===== config.mk =====
export PLATFORM = sky130hd
export DESIGN_NAME = skyra_cell
export DESIGN_NICKNAME = d
export VERILOG_FILES = /design/src/skyra_pkg.sv /design/src/skyra_cell.sv
export SDC_FILE = /design/constraint.sdc
export NUM_CORES = 1
export LEC_CHECK = 0
export BUFFER_PORTS_ARGS = -buffer_cell sky130_fd_sc_hd__buf_2
export CAP_MARGIN = 20
export CORE_ASPECT_RATIO = 0.6
export CORE_MARGIN = 4
export CORE_UTILIZATION = 50
export DETAILED_ROUTE_END_ITERATION = 6
export PLACE_DENSITY = 0.85
export SYNTH_ARGS = -nofsm -noshare
export SYNTH_HDL_FRONTEND = slang
export SYNTH_SLANG_ARGS = --single-unit

===== constraint.sdc =====
create_clock -name clk -period 2.8 [get_ports clk]
set_input_delay 0.42 -clock clk [delete_from_list [all_inputs] [get_ports clk]]
set_output_delay 0.42 -clock clk [all_outputs]
set_load 0.02 [all_outputs]

===== src/skyra_pkg.sv =====
// ----------------------------------------------------------------------------
// Skyline allocator package
// Shared types and codes for the skyline rectangle allocator.
// ----------------------------------------------------------------------------
`default_nettype none

package skyra_pkg;

    localparam int unsigned OPCODE_W = 1;
    localparam int unsigned RECT_W_W = 7;
    localparam int unsigned RECT_H_W = 8;
    localparam int unsigned POS_W    = 7;

    localparam logic [OPCODE_W-1:0] OP_ALLOC = 1'b0;
    localparam logic [OPCODE_W-1:0] OP_CLEAR = 1'b1;

    typedef enum logic [1:0] {
        ST_IDLE,
        ST_WINDOW,
        ST_SCAN,
        ST_FINISH
    } skyra_state_t;

    // per-cycle command broadcast along the column chain
    typedef struct packed {
        logic load;    // copy fill into shadow, zero window max
        logic window;  // fold shadow into window max, shift shadow left
        logic scan;    // shift window max towards column 0
        logic commit;  // raise the columns inside the placed span
        logic clear;   // empty the skyline
    } skyra_cell_ctrl_t;

endpackage

`default_nettype wire


===== src/skyra_cell.sv =====
// ----------------------------------------------------------------------------
// Skyline column cell
// Holds one column fill height plus the shifting shadow and window-max terms.
// ----------------------------------------------------------------------------
`default_nettype none

module skyra_cell
    import skyra_pkg::*;
#(
    parameter int unsigned FILL_W  = 8,
    parameter int unsigned IDX_W   = 8,
    parameter int unsigned COL_IDX = 0
)
(
    input  wire logic              clk,
    input  wire logic              rst_n,
    input  wire skyra_cell_ctrl_t  ctrl,
    input  wire logic [FILL_W-1:0] shadow_in,
    input  wire logic [FILL_W-1:0] acc_in,
    input  wire logic [FILL_W-1:0] fill_new,
    input  wire logic [IDX_W-1:0]  span_lo,
    input  wire logic [IDX_W-1:0]  span_hi,
    output logic      [FILL_W-1:0] shadow_out,
    output logic      [FILL_W-1:0] acc_out
);

    localparam logic [IDX_W-1:0] COL = IDX_W'(COL_IDX);

    logic [FILL_W-1:0] fill_reg,   fill_next;
    logic [FILL_W-1:0] shadow_reg, shadow_next;
    logic [FILL_W-1:0] acc_reg,    acc_next;
    logic              in_span;

    assign in_span = (COL >= span_lo) && (COL < span_hi);

    always_comb
    begin
        fill_next   = fill_reg;
        shadow_next = shadow_reg;
        acc_next    = acc_reg;
        if (ctrl.clear)
        begin
            fill_next = '0;
        end
        else if (ctrl.commit && in_span)
        begin
            fill_next = fill_new;
        end
        if (ctrl.load)
        begin
            shadow_next = fill_reg;
            acc_next    = '0;
        end
        else if (ctrl.window)
        begin
            shadow_next = shadow_in;
            acc_next    = (shadow_reg > acc_reg) ? shadow_reg : acc_reg;
        end
        else if (ctrl.scan)
        begin
            acc_next = acc_in;
        end
    end

    always_ff @(posedge clk or negedge rst_n)
    begin
        if (!rst_n)
        begin
            fill_reg <= '0;
        end
        else
        begin
            fill_reg <= fill_next;
        end
    end

    always_ff @(posedge clk)
    begin
        shadow_reg <= shadow_next;
        acc_reg    <= acc_next;
    end

    assign shadow_out = shadow_reg;
    assign acc_out    = acc_reg;

endmodule

`default_nettype wire


# Yosys cells after proc, flatten, opt, wreduce, memory -nomap -nowiden
# Cells that the tools add are included.
dict set report classes {
  n_lt_le_gt_ge 3
  n_reduce_logical 6
  muxes 7
  eq_ne 1
}
# op count
set op_table {}
lappend op_table {{2-to-1 mux 8 bit} 7}
lappend op_table {{greater-or-equal comparator 1 x 8 -> 1 bit, first input constant} 1}
lappend op_table {{greater-than comparator 8 bit} 1}
lappend op_table {{< comparator 1 x 8 -> 1 bit, first input constant} 1}
lappend op_table {{nonzero test 2 bit} 3}
lappend op_table {{logical AND 1 bit} 2}
lappend op_table {{!= test 2 x 1 -> 1 bit, second input constant} 1}
lappend op_table {{AND reduction 2 bit} 1}
dict set report totals {
  inputBits 47
  register_bits 24
  wordCells 20
  out_inout_bits 16
}

# Depth between registers and ports, before layout
dict set report logic_depth {
  word_depth 5
  depth_mapped 7
  ltp_nobuf 7
}

# Least setup slack after synthesis
# Ideal clock, no wire load.
dict set report synth_timing {
  path_kind {register to register}
  startpoint {reg shadow_reg[7], in the netlist shadow_out[7]}
  endpoint {reg acc_reg[0], in the netlist acc_out[0]}
  n_path_buf 0
  arrival_ns 1.876
  slack_ns 0.844
  stages_incl_launch_ff 7
  synth_period_minus_slack_ns 1.956
  setup_ns 0.079
  cell_sequence {edfxtp_1 -> ha_1 -> nand4_1 -> or3b_4 -> a21oi_4 -> nor3_4 -> a211oi_2}
}
dict set report synth_via {
  elab_chain_len 3
}
# item line
set synth_lines {}
lappend synth_lines {{start: declaration} skyra_cell.sv:30} ;# logic [FILL_W-1:0] shadow_reg, shadow_next;
lappend synth_lines {{start signal: assignment} skyra_cell.sv:79} ;# shadow_reg <= shadow_next;
lappend synth_lines {{greater-than comparator 8 bit} skyra_cell.sv:57} ;# acc_next = (shadow_reg > acc_reg) ? shadow_reg : acc_reg;
lappend synth_lines {{!= test 2 x 1 -> 1 bit (no line)} --}
lappend synth_lines {{AND reduction 2 bit (no line)} --}
lappend synth_lines {{end signal: assignment} skyra_cell.sv:80} ;# acc_reg <= acc_next;
lappend synth_lines {{end: declaration} skyra_cell.sv:31} ;# logic [FILL_W-1:0] acc_reg, acc_next;
# No other way between the ends.
# A chain may end at the register's enable or synchronous reset.

# Worst setup path in the final report
dict set report layout_timing {
  startpoint {reg shadow_reg[3], in the netlist shadow_out[3]}
  endpoint {reg acc_reg[0], in the netlist acc_out[0]}
}
# The elaborated chain is that of the path after synthesis.

==> results.py <==
metrics = {
    "placed_design": {
        "port_buffers": 62,
        "place_hpwl_um": 2700,
        "place_congestion": 0.871,
        "placedCellCount": 200,
    },
    "detailed_routing": {
        "vias": 1138,
        "drc": 0,
        "drtIter0Drc": 93,
        "ant_nets": 0,
        "post_drt_wl_per_cell_um": 16.9,
        "wl_um": 3460,
        "first_pass_iters": 4,
        "via_per_inst": 5.55,
    },
    "worst_setup_path": {
        "critPathKind": "flip-flop to flip-flop",
        "cp.required_ns": 2.99,
        "critPathArrivalTime_ns": 2.28,
        "cp_max_fo": 9,
        "crit_path_end_kind": "flip-flop",
        "start_kind": "flip-flop",
    },
    "global_routing": {
        "grt_overflow_total": 0,
        "grt_max_degree": 18,
        "grt_pass1_vias": 1156,
        "track_usage": 0.198,
        "antenna_found_initial": 0,
        "grt_pass1_wl_um": 5680,
    },
    "pwr": {
        "power.internal_mw": 0.645,
        "clock_power_share": 0.250,
        "switchingPower_mw": 0.304,
        "power_density_nw_per_um2": 536,
        "ir_drop_mv": 0.314,
        "power_mw": 0.949,
        "switching_share": 0.320,
        "comb_power_share": 0.316,
        "p_seq_frac": 0.435,
        "power.leakage_nw": 0.833,
    },
    "timing": {
        "post-route-period-util": 0.745,
        "slew_viol_final": 0,
        "period_minus_slack_ns": 2.09,
        "tightest_slew_ns": 0.785,
        "finalHoldViolations": 0,
        "slew_headroom": 0.476,
        "hold_ws_ns": 0.366,
        "finalClockSkew_ns": 0.00277,
        "rsz0062_at_grt": "false",
        "max_freq_ghz": 0.480,
        "setup_tns_ns": 0,
        "finalSetupViolations": 0,
    },
    "logic_synthesis": {
        "yosysWarnings": 0,
        "synth_area_per_cell_um2": 12.5,
        "synth.most_common_cell": "inv_1",
        "synthArstFlopShare": 0.333,
        "synth_top_area_share": 0.175,
        "syn_nets": 165,
        "synthFlopType": "edfxtp_1",
        "ys_ff_latch": 24,
        "synth_cells": 110,
        "synth_top_area_cell": "edfxtp_1",
        "syn_area_um2": 1380,
        "synth_edf_count": 8,
        "synth_area_leaders": "edfxtp_1 (17%), dfrtp_1 (15%), dfxtp_1 (12%)",
        "synth.distinct_cells": 32,
        "ys_seq_area_frac": 0.437,
    },
    "die": {
        "fp.dieW_um": 75.7,
        "fp.dieH_um": 48.6,
        "core_area_um2": 2560,
        "die-area_um2": 3680,
        "start_util": 0.538,
        "row_count": 14,
        "ios": 63,
    },
    "layout": {
        "drive_gt1_frac": 0.532,
        "final_nets": 229,
        "syn_to_final_growth_pct": 28.8,
        "n_antenna_cell": 0,
        "final_cells": 205,
    },
    "min_path": {
        "hp-class": "input port to flip-flop",
    },
    "clock_tree": {
        "cts_buffers": 3,
        "cts_tree": "done",
        "cts.clk_slew.worst_paths_ns": 0.08,
        "clkLatencyLatePin_ns": 0.27,
        "cts-htree-levels": 1,
        "cts.sinks": 24,
        "cts_resized": 0,
        "cts.path.max_buffers": 2,
        "cts_root_buffer": "clkbuf_8",
    },
    "job": {
        "maxCapViolCount": 0,
    },
    "run_status": {
        "outcome": "complete, no violations",
    },
}
==> cell type report <==
cell class | instances | area, um2
fillers | 193 | 787
well taps | 32 | 40.0
clock buffers | 4 | 55.1
inverters | 10 | 37.5
multi-input cells | 72 | 717
repair buffers | 63 | 320
flip-flops and latches | 24 | 601
==> per-layer routing <==
metal / global-route usage / vias up / wire [um]
li1: - / 552 / -
met1: 0.278 / 543 / 1560
met2: 0.309 / 43 / 1660
met3: 0.0517 / 0 / 242
met4: 0.0378 / 0 / 0
met5: 0 / - / 0
==> power groups by stage <==
stage                     clock, mW  combinational [mW]  sequential (mW)
after global routing          0.256               0.326            0.415
final                         0.237               0.300            0.413
after detailed placement          0               0.296            0.420
after CTS                     0.242               0.299            0.412
after floorplan                   0               0.158            0.455
after global placement            0               0.284            0.418
==> cell usage in the layout, fill, tap and decap left out, drive strengths merged, types with 4 or more instances in the layout <==
cell type   n
a211oi      8
a22o        8
buf        62
clkbuf      4
dfrtp       8
dfxtp       8
edfxtp      8
ha          8
inv        10
mux2        8
mux2i       8
o31a        8
==> worst max-delay path, stage by stage, from the launching register on <==
cell,delay (ns)
edfxtp_1,0.43
ha_1,0.35
nand4_1,0.13
or3b_4,0.40
a21oi_4,0.29
nor3_4,0.14
a211oi_2,0.27
==> what timing repair did <==
| item | in CTS | in global routing |
|---|---|---|
| buffers inserted | 0 | 0 |
| hold buffers | 1 | 0 |
| hold endpoints to repair | 8 | 0 |
==> final timing paths <==
| check | slack (ns) | depth (start not counted) | to | startpoint |
|---|---|---|---|---|
| max in group asynchronous | 2.13 | 2 | fill_reg[5]$_DFFE_PN0P_ | rst_n |
| min in group asynchronous | 0.51 | 2 | fill_reg[1]$_DFFE_PN0P_ | rst_n |
| setup reg to reg | 0.71 | 6 | acc_out[0]$_SDFFE_PP0P_ | shadow_out[3]$_DFFE_PP_ |
| hold reg to reg | 0.49 | 2 | acc_out[5]$_SDFFE_PP0P_ | acc_out[5]$_SDFFE_PP0P_ |
| setup / recovery | 0.71 | 6 | acc_out[0]$_SDFFE_PP0P_ | shadow_out[3]$_DFFE_PP_ |
| hold / removal | 0.37 | 2 | fill_reg[5]$_DFFE_PN0P_ | fill_new[5] |
==> metrics by stage <==
step           cell area (um2)  setup slack [ns]   util
2_1_floorplan             1380             0.844      -
3_3_place_gp              1710             0.851  0.667
3_5_place_dp              1710             0.765  0.667
4_1_cts                   1770             0.738  0.692
5_1_grt                   1770             0.585  0.692
6_report                  1770             0.715  0.692
==> logic make-up (layout without fill, tap and decap cells) <==
group                      Yosys count  after routing  share of synthesized area
and+or+nand+nor                     16             16                     0.0983
adders and majority gates            8              8                     0.0728
muxes                               16             16                      0.124
buffers and inverters               14             77                     0.0419
DFF                                 24             24                      0.437
AOI/OAI and AO/OA                   32             32                      0.227
Power figures use the tool's default switching activity.
